==> src/hw/rtl/kmrs_pkg.sv <==
// ----------------------------------------------------------------------------
// kmrs_pkg
// Shared widths and defaults for the multiway merge run selector.
// ----------------------------------------------------------------------------
`timescale 1ns / 1ps
`default_nettype none

package kmrs_pkg;

  localparam int WAYS_DEFAULT     = 20;
  localparam int TAPES_DEFAULT    = 20;
  localparam int KEY_BITS_DEFAULT = 32;

  localparam int WAY_W      = 5;   // way and from_way fields
  localparam int TAPE_OUT_W = 5;   // out_tape field
  localparam int RUN_LEN_W  = 32;  // run_length register and run counters

  localparam logic [RUN_LEN_W-1:0] RUN_LENGTH_RESET = RUN_LEN_W'(20);

endpackage

`default_nettype wire

==> src/hw/rtl/kmrs_ifs.sv <==
// ----------------------------------------------------------------------------
// kmrs channel interfaces
// Valid/ready channels for head records, results and the run length write.
// ----------------------------------------------------------------------------
`timescale 1ns / 1ps
`default_nettype none

interface kmrs_in_if #(
  parameter int KEY_BITS = kmrs_pkg::KEY_BITS_DEFAULT
);
  logic                       valid;
  logic                       ready;
  logic [KEY_BITS-1:0]        key;
  logic [kmrs_pkg::WAY_W-1:0] way;
  logic                       exhausted;

  modport source (output valid, key, way, exhausted, input ready);
  modport sink   (input valid, key, way, exhausted, output ready);
endinterface

interface kmrs_out_if #(
  parameter int KEY_BITS = kmrs_pkg::KEY_BITS_DEFAULT
);
  logic                            valid;
  logic                            ready;
  logic [KEY_BITS-1:0]             out_key;
  logic [kmrs_pkg::WAY_W-1:0]      from_way;
  logic [kmrs_pkg::TAPE_OUT_W-1:0] out_tape;
  logic                            pass_done;

  modport source (output valid, out_key, from_way, out_tape, pass_done, input ready);
  modport sink   (input valid, out_key, from_way, out_tape, pass_done, output ready);
endinterface

interface kmrs_cfg_if;
  logic                           valid;
  logic                           ready;
  logic [kmrs_pkg::RUN_LEN_W-1:0] data;

  modport source (output valid, data, input ready);
  modport sink   (input valid, data, output ready);
endinterface

`default_nettype wire

==> src/hw/rtl/kway_merge_run_selector.sv <==
// Flow: a head transaction that completes the head set gives its result after a scan of
//   all ways; a run switch adds a second scan. The block takes one head transaction at a
//   time, as the single key comparator walks the head store one way per cycle; the input is
//   not ready again until the sequencer is back in idle. The input stays ready while a
//   finished result waits in the output register.
// Reset: synchronous, clears ended/loaded/count-valid flags, the tape index and the output
//   valid, and sets run_length to 20; the head key and run count stores are not cleared.
// ----------------------------------------------------------------------------
// kway_merge_run_selector
// One pass of a balanced multiway merge: select the smallest eligible head.
// ----------------------------------------------------------------------------
`timescale 1ns / 1ps
`default_nettype none

module kway_merge_run_selector #(
  parameter int WAYS     = kmrs_pkg::WAYS_DEFAULT,
  parameter int TAPES    = kmrs_pkg::TAPES_DEFAULT,
  parameter int KEY_BITS = kmrs_pkg::KEY_BITS_DEFAULT
) (
  input  logic       clk,
  input  logic       rst,
  kmrs_cfg_if.sink   cfg,
  kmrs_in_if.sink    src,
  kmrs_out_if.source dst
);

  import kmrs_pkg::*;

  localparam int WIDX = $clog2(WAYS);
  localparam int TIDX = $clog2(TAPES);
  localparam logic [WIDX-1:0] LAST_WAY  = WIDX'(WAYS - 1);
  localparam logic [TIDX-1:0] LAST_TAPE = TIDX'(TAPES - 1);

  // Sequencer states, one-hot.
  typedef enum logic [4:0] {
    ST_IDLE   = 5'b00001,  // wait for a head transaction
    ST_CHECK  = 5'b00010,  // all heads present? all ways ended?
    ST_SCAN   = 5'b00100,  // issue one head store read per cycle
    ST_FINISH = 5'b01000,  // compare the last way read
    ST_DECIDE = 5'b10000   // emit the winner or switch the run and rescan
  } state_t;

  state_t state;

  // Configuration and per-way flags.
  logic [RUN_LEN_W-1:0] run_length;
  logic [WAYS-1:0]      ended;
  logic [WAYS-1:0]      loaded;
  logic [WAYS-1:0]      cnt_vld;    // run count entry valid; invalid reads as zero
  logic [TIDX-1:0]      tape;
  logic                 item_ok;    // accepted way was in range

  // Head key and run count stores: one write port, one registered read port.
  logic [KEY_BITS-1:0]  head_mem [WAYS];
  logic [RUN_LEN_W-1:0] cnt_mem  [WAYS];

  // Scan pipeline.
  logic [WIDX-1:0]      scan_idx;
  logic                 cmp_vld;
  logic [WIDX-1:0]      cmp_idx;
  logic [KEY_BITS-1:0]  key_q;
  logic [RUN_LEN_W-1:0] cnt_q;
  logic                 cvld_q;
  logic                 end_q;

  // Running minimum.
  logic                 found;
  logic [WIDX-1:0]      best_idx;
  logic [KEY_BITS-1:0]  best_key;
  logic [RUN_LEN_W-1:0] best_cnt;

  // Output register.
  logic                 res_vld;
  logic [KEY_BITS-1:0]  res_key;
  logic [WAY_W-1:0]     res_way;
  logic [TAPE_OUT_W-1:0] res_tape;
  logic                 res_done;

  // Combinational helpers.
  logic                   acc;
  logic                   way_ok;
  logic [WIDX+WAY_W-1:0]  way_ext;
  logic [WIDX-1:0]        w_idx;
  logic                   head_we;
  logic [RUN_LEN_W-1:0]   lim;
  logic [RUN_LEN_W-1:0]   cnt_cur;
  logic                   elig;
  logic                   better;
  logic                   out_free;
  logic                   emit_rec;
  logic                   emit_done;
  logic                   res_load;
  logic [TIDX-1:0]        tape_next;
  logic [TAPE_OUT_W+TIDX-1:0] tape_ext;
  logic [WAY_W+WIDX-1:0]  best_ext;

  assign acc     = src.valid && src.ready;
  assign way_ok  = (int'(src.way) < WAYS);
  assign way_ext = {{WIDX{1'b0}}, src.way};
  assign w_idx   = way_ext[WIDX-1:0];
  // Ended ways keep their last key; exhaust marks never write a key.
  assign head_we = acc && way_ok && !ended[w_idx] && !src.exhausted;

  // A run length of zero behaves as one.
  assign lim     = (run_length == '0) ? RUN_LEN_W'(1) : run_length;
  assign cnt_cur = cvld_q ? cnt_q : '0;
  assign elig    = cmp_vld && !end_q && (cnt_cur < lim);
  assign better  = !found || (key_q < best_key);

  // The output register can take a new result when empty or being drained.
  assign out_free  = !res_vld || dst.ready;
  assign emit_rec  = (state == ST_DECIDE) && found && out_free;
  assign emit_done = (state == ST_CHECK) && item_ok && (&loaded) && (&ended) && out_free;
  assign res_load  = emit_rec || emit_done;

  assign tape_next = (tape == LAST_TAPE) ? '0 : tape + 1'b1;
  assign tape_ext  = {{TAPE_OUT_W{1'b0}}, tape};
  assign best_ext  = {{WAY_W{1'b0}}, best_idx};

  assign src.ready = (state == ST_IDLE);
  assign cfg.ready = 1'b1;

  assign dst.valid     = res_vld;
  assign dst.out_key   = res_key;
  assign dst.from_way  = res_way;
  assign dst.out_tape  = res_tape;
  assign dst.pass_done = res_done;

  // Head store: write on a keyed transaction, read at the scan pointer.
  always_ff @(posedge clk) begin
    if (head_we) begin
      head_mem[w_idx] <= src.key;
    end
    key_q <= head_mem[scan_idx];
  end

  // Run count store: bump the winner's count, read at the scan pointer.
  always_ff @(posedge clk) begin
    if (emit_rec) begin
      cnt_mem[best_idx] <= best_cnt + 1'b1;
    end
    cnt_q <= cnt_mem[scan_idx];
  end

  // Flags that travel with the read data.
  always_ff @(posedge clk) begin
    cvld_q  <= cnt_vld[scan_idx];
    end_q   <= ended[scan_idx];
    cmp_idx <= scan_idx;
  end

  // Running minimum over the scanned ways; ties keep the lower way.
  always_ff @(posedge clk) begin
    if (elig && better) begin
      best_idx <= cmp_idx;
      best_key <= key_q;
      best_cnt <= cnt_cur;
    end
  end

  // Main sequencer.
  always_ff @(posedge clk) begin
    if (rst) begin
      state      <= ST_IDLE;
      run_length <= RUN_LENGTH_RESET;
      ended      <= '0;
      loaded     <= '0;
      cnt_vld    <= '0;
      tape       <= '0;
      item_ok    <= 1'b0;
      cmp_vld    <= 1'b0;
      found      <= 1'b0;
      scan_idx   <= '0;
      res_vld    <= 1'b0;
    end else begin
      if (cfg.valid) begin
        run_length <= cfg.data;
      end

      // Load a new result, or drop the current one once the sink takes it.
      if (res_load) begin
        res_vld <= 1'b1;
      end else if (res_vld && dst.ready) begin
        res_vld <= 1'b0;
      end

      cmp_vld <= (state == ST_SCAN);
      if (elig && better) begin
        found <= 1'b1;
      end

      unique case (state)
        ST_IDLE: begin
          if (acc) begin
            item_ok <= way_ok;
            if (way_ok) begin
              if (!ended[w_idx] && src.exhausted) begin
                ended[w_idx] <= 1'b1;
              end
              loaded[w_idx] <= 1'b1;
            end
            state <= ST_CHECK;
          end
        end

        ST_CHECK: begin
          if (!item_ok || !(&loaded)) begin
            state <= ST_IDLE;
          end else if (&ended) begin
            // Every way ended: report pass done, change nothing.
            if (out_free) begin
              res_key  <= '0;
              res_way  <= '0;
              res_tape <= tape_ext[TAPE_OUT_W-1:0];
              res_done <= 1'b1;
              state    <= ST_IDLE;
            end
          end else begin
            found    <= 1'b0;
            scan_idx <= '0;
            state    <= ST_SCAN;
          end
        end

        ST_SCAN: begin
          scan_idx <= scan_idx + 1'b1;
          if (scan_idx == LAST_WAY) begin
            state <= ST_FINISH;
          end
        end

        ST_FINISH: begin
          state <= ST_DECIDE;
        end

        ST_DECIDE: begin
          if (found) begin
            // Hold until the output register frees up.
            if (out_free) begin
              res_key  <= best_key;
              res_way  <= best_ext[WAY_W-1:0];
              res_tape <= tape_ext[TAPE_OUT_W-1:0];
              res_done <= 1'b0;
              cnt_vld[best_idx] <= 1'b1;
              loaded[best_idx]  <= 1'b0;
              state    <= ST_IDLE;
            end
          end else begin
            // No eligible way: advance the tape, clear counts, rescan.
            tape     <= tape_next;
            cnt_vld  <= '0;
            found    <= 1'b0;
            scan_idx <= '0;
            state    <= ST_SCAN;
          end
        end

        default: begin
          state <= ST_IDLE;
        end
      endcase
    end
  end

endmodule

`default_nettype wire

==> src/flat_wrapper.sv <==
// flat-port wrapper written by rule: the top's interface ports become plain ports
module kway_merge_run_selector_flat import kmrs_pkg::*;
#(
  parameter int WAYS     = kmrs_pkg::WAYS_DEFAULT,
  parameter int TAPES    = kmrs_pkg::TAPES_DEFAULT,
  parameter int KEY_BITS = kmrs_pkg::KEY_BITS_DEFAULT
)
  (clk, rst, cfg_valid, cfg_data, cfg_ready, src_valid, src_key, src_way, src_exhausted, src_ready, dst_valid, dst_out_key, dst_from_way, dst_out_tape, dst_pass_done, dst_ready);
  kmrs_cfg_if cfg_i ();
  kmrs_in_if #(.KEY_BITS(KEY_BITS)) src_i ();
  kmrs_out_if #(.KEY_BITS(KEY_BITS)) dst_i ();
  input  logic clk;
  input  logic rst;
  input wire logic [$bits(cfg_i.valid)-1:0] cfg_valid;
  input wire logic [$bits(cfg_i.data)-1:0] cfg_data;
  output wire logic [$bits(cfg_i.ready)-1:0] cfg_ready;
  input wire logic [$bits(src_i.valid)-1:0] src_valid;
  input wire logic [$bits(src_i.key)-1:0] src_key;
  input wire logic [$bits(src_i.way)-1:0] src_way;
  input wire logic [$bits(src_i.exhausted)-1:0] src_exhausted;
  output wire logic [$bits(src_i.ready)-1:0] src_ready;
  output wire logic [$bits(dst_i.valid)-1:0] dst_valid;
  output wire logic [$bits(dst_i.out_key)-1:0] dst_out_key;
  output wire logic [$bits(dst_i.from_way)-1:0] dst_from_way;
  output wire logic [$bits(dst_i.out_tape)-1:0] dst_out_tape;
  output wire logic [$bits(dst_i.pass_done)-1:0] dst_pass_done;
  input wire logic [$bits(dst_i.ready)-1:0] dst_ready;
  assign cfg_i.valid = cfg_valid;
  assign cfg_i.data = cfg_data;
  assign cfg_ready = cfg_i.ready;
  assign src_i.valid = src_valid;
  assign src_i.key = src_key;
  assign src_i.way = src_way;
  assign src_i.exhausted = src_exhausted;
  assign src_ready = src_i.ready;
  assign dst_valid = dst_i.valid;
  assign dst_out_key = dst_i.out_key;
  assign dst_from_way = dst_i.from_way;
  assign dst_out_tape = dst_i.out_tape;
  assign dst_pass_done = dst_i.pass_done;
  assign dst_i.ready = dst_ready;
  kway_merge_run_selector #(.WAYS(WAYS), .TAPES(TAPES), .KEY_BITS(KEY_BITS)) u_core (.clk(clk), .rst(rst), .cfg(cfg_i), .src(src_i), .dst(dst_i));
endmodule
==> config.mk <==
export PLATFORM = sky130hd
export DESIGN_NAME = kway_merge_run_selector_flat
export DESIGN_NICKNAME = d
export VERILOG_FILES = /design/src/hw/rtl/kmrs_pkg.sv /design/src/hw/rtl/kmrs_ifs.sv /design/src/hw/rtl/kway_merge_run_selector.sv /design/src/flat_wrapper.sv
export SDC_FILE = /design/constraint.sdc
export NUM_CORES = 2
export LEC_CHECK = 0
export ABC_AREA = 1
export BUFFER_PORTS_ARGS = -buffer_cell sky130_fd_sc_hd__buf_2
export CAP_MARGIN = 10
export CORE_MARGIN = 8
export CORE_UTILIZATION = 50
export DETAILED_ROUTE_END_ITERATION = 8
export GPL_ROUTABILITY_DRIVEN = 0
export PLACE_DENSITY_LB_ADDON = 0.25
export SYNTH_ARGS = -nofsm -noshare
export SYNTH_HDL_FRONTEND = slang
export SYNTH_SLANG_ARGS = --single-unit
==> constraint.sdc <==
create_clock -name clk -period 6.1 [get_ports clk]
set_input_delay 0.61 -clock clk [delete_from_list [all_inputs] [get_ports clk]]
set_output_delay 0.61 -clock clk [all_outputs]
set_load 0.02 [all_outputs]
==> key figures <==
Drt
  • Detailed Route Iter0 Violations: 4,821
  • Met2 WL: 71,500 um
  • Top sig layer: met5
  • Antenna viol nets, final: 0
  • WL met3: ~14,000 um
  • DRC: 0
  • Pre-Repair DR Iteration Count: 6
  • WL met1: 68,940 um
  • Post-Route WL: 157,200 um
  • Vias: slightly below 40,000
  • DR vias/cell: 5.890
  • Wirelength per Cell: about 24 um

Logic synthesis
  • Synth unique cells: 55
  • Post-Synthesis Cell Area: 61,550 um2
  • Syn_area_per_cell: 12.73 um2
  • Post-synthesis sequential area ratio: 73.83%
  • Yosys reg bits: 1,574
  • Post-synth top area share: 67.91%
  • Post-synth EDFFs: about 1,400
  • Top cells by area, synth: edfxtp_1 68%, dfxtp_1 5.9%, nor2_1 4.9%
  • Synth warnings: 0
  • Cells after Synth: 4,836
  • Area leader, netlist: edfxtp_1
  • Async set or reset register ratio after synthesis: 0%
  • Synthesized net count: 4,976
  • Main synth FF type: edfxtp_1

Global routing
  • Total GRT Usage: 22.58%
  • Vias in the first global route: about 37,000
  • Largest net degree at the start of global routing: 187
  • Grt ovf: 0
  • Global-route wire length before repair: roughly 230,000 um
  • Initial antenna violation count: 8

Timing
  • Final setup vio count: 0
  • Fmax: 241.3 MHz
  • Worst slew pin tran: 1.230 ns
  • Final Cycle Share: 67.93%
  • Post-layout min period: 4.144 ns
  • Fin. Hold Viols: 0
  • Skew final: about 0.027 ns
  • Worst relative slew slack: 17.75%
  • Setup TNS Final: 0 ns
  • RSZ-0062 raised after global routing: false
  • Slew Viols, Final: 0

Layout
  • Commonest non-fill, non-tap cell in the layout: edfxtp_1
  • Nets@finish: 5,044
  • Multi-input gate area: approximately 14,000 um2
  • Storage cell area: 45,450 um2
  • Fillers: 9,755
  • Synth-to-Final Area Change: 11.81%
  • Most frequent cells in the layout: 1,392 x edfxtp_1, 804 x nor2_1, 598 x o21ai_0, 327 x o22ai_1, 286 x nand2_1
  • Layout cells sized above 1: 10.13%
  • Final cell count without fillers: 6,654

Floorplanning
  • Die area: 134,600 um2
  • I/O Pins: 121
  • Core footprint: 122,000 um2
  • Initial Util: 50.44%
  • Die Ht: 366.9 um
  • Row cnt: 128
  • Die W: 366.9 um

Critical path
  • Critical path arrival: between 4 and 5 ns
  • Reg2Reg Depth: 12
  • Start of the worst register-to-register path: u_core.cvld_q$_DFF_P_
  • CP endpoint kind: flop
  • Crit Path Class: flop to flop
  • Critical Path RT: 6.52 ns
  • FF-to-FF End: u_core.best_cnt[0]$_DFFE_PP_
  • Crit path to: u_core.best_cnt[0]$_DFFE_PP_
  • FF-to-FF setup slack: 1.96 ns
  • Worst setup path start: u_core.cvld_q$_DFF_P_
  • Crit-path max FO: 37
  • CP startpoint kind: flop

CTS
  • Clock-pin slew on the worst setup and hold paths: 0.06 ns
  • CTS Buffer Depth: 3
  • Root buf cell: clkbuf_16
  • Hold_buf cts: 0
  • Post-CTS Setup Repair Bufs: 0
  • Cts bufs inserted: 157
  • Post_cts resized: 0
  • H-tree depth: 4
  • Clock Sink Count: 1,574
  • TritonCTS clock tree: built
  • Worst-Skew Late Latency: 0.76 ns

Run
  • # Max-Cap Violations: 0

Placed design
  • Dpl hpwl: 87,560 um
  • # port buffers: 119
  • Cells after DPL: 6,369

Power and ir drop
  • Pwr dens: 311.3 nW/um2
  • Peak VDD IR: 222.4 uV
  • Static Leak: roughly 23 nW

Status
  • Outcome: completed

Worst hold path
  • Worst Hold Depth: 3
  • Min-Delay Path Class: primary input to flop
==> cells in the mapped netlist, drive strengths merged (2+ instances only) <==
master,count
a2111oi,2
a211oi,4
a21boi,4
a21oi,166
a221oi,59
a22o,61
a31oi,3
buf,61
clkbuf,241
dfxtp,182
edfxtp,1392
ha,65
inv,226
nand2,288
nand3,26
nand4,24
nor2,814
nor3,63
nor3b,2
nor4,7
o211ai,3
o21ai,771
o22ai,327
o31ai,3
xnor2,10
xor2,21
==> critical path: stages, from the launching register on <==
cell	delay (ns)
dfxtp_1	0.73
buf_4	0.34
nand2_1	0.08
inv_1	0.08
ha_1	0.24
a21oi_1	0.20
o21ai_0	0.10
a211oi_1	0.21
nor2_1	0.07
a2111oi_0	0.28
nand2_1	0.28
nor2_4	0.84
buf_12	0.32
==> sequential cells by signal, indices dropped and copies added, names as in the netlist, 20 cells and up <==
signal / cells
u_core.cnt_mem: 640
u_core.run_length: 32
u_core.best_cnt: 32
u_core.cnt_vld: 20
u_core.best_key: 32
u_core.loaded: 20
u_core.ended: 20
u_core.cnt_q: 32
u_core.head_mem: 640
u_core.key_q: 32
u_core.dst.out_key: 32
==> logic make-up after synthesis <==
group,synth area share [%]
adders and majority gates,1.321
other,0.006093
buffers and inverters,3.358
and+or+nand+nor,8.072
DFF,73.83
AOI/OAI and AO/OA,12.97
xor gates and xnor gates,0.4411
==> worst min-delay path by stage <==
stage | from | end | slack [ns]
2_1_floorplan | u_core.scan_idx[4]$_SDFFE_PP0P_ | u_core.cmp_idx[4]$_DFF_P_ | 0.33
4_1_cts | cfg_data[4] | u_core.run_length[4]$_SDFFE_PP1P_ | 0.05
3_3_place_gp | u_core.cmp_idx[1]$_DFF_P_ | u_core.best_idx[1]$_DFFE_PP_ | 0.39
5_1_grt | cfg_data[4] | u_core.run_length[4]$_SDFFE_PP1P_ | 0.11
6_report | cfg_data[4] | u_core.run_length[4]$_SDFFE_PP1P_ | 0.10
3_5_place_dp | u_core.cmp_idx[4]$_DFF_P_ | u_core.best_idx[4]$_DFFE_PP_ | 0.39
==> where the power goes <==
| part | switching [mW] | internal (mW) |
|---|---|---|
| clock | 3.91 | 5.25 |
| combinational | 0.395 | 0.130 |
| sequential | 0.0314 | 11.7 |
==> cell type report <==
cell class | count | area share [%]
Antenna cell | 2 | 0.007272
Inverter | 227 | 1.262
Timing Repair Buffer | 211 | 2.020
Multi-Input combinational cell | 2733 | 20.65
Sequential cell | 1574 | 66.05
Clock buffer | 221 | 6.372
Tap cell | 1625 | 2.954
Clock inverter | 61 | 0.6818
==> through the flow <==
stage                     power (mW)  hold WS [ns]  setup WS, ns  utilization (%)  instance area, um2
after global placement         12.46        0.3857         1.977            52.40               63950
after global routing           22.01        0.1072         1.517            56.39               68810
after CTS                      21.55       0.05105         1.923            56.38               68800
after floorplan                12.25        0.3290        0.8744                -               61550
after detailed placement       12.47        0.3904         1.963            52.40               63950
final                          21.42        0.1048         1.956            56.39               68820
==> per-layer routing <==
layer | track usage [%] | vias to the layer above
met4 | 5.221 | 6
met5 | 0 | -
met2 | 34.58 | 1619
met1 | 33.68 | 19420
li1 | - | 17920
met3 | 4.153 | 228
No activity file was read; power rests on OpenSTA's default activity.
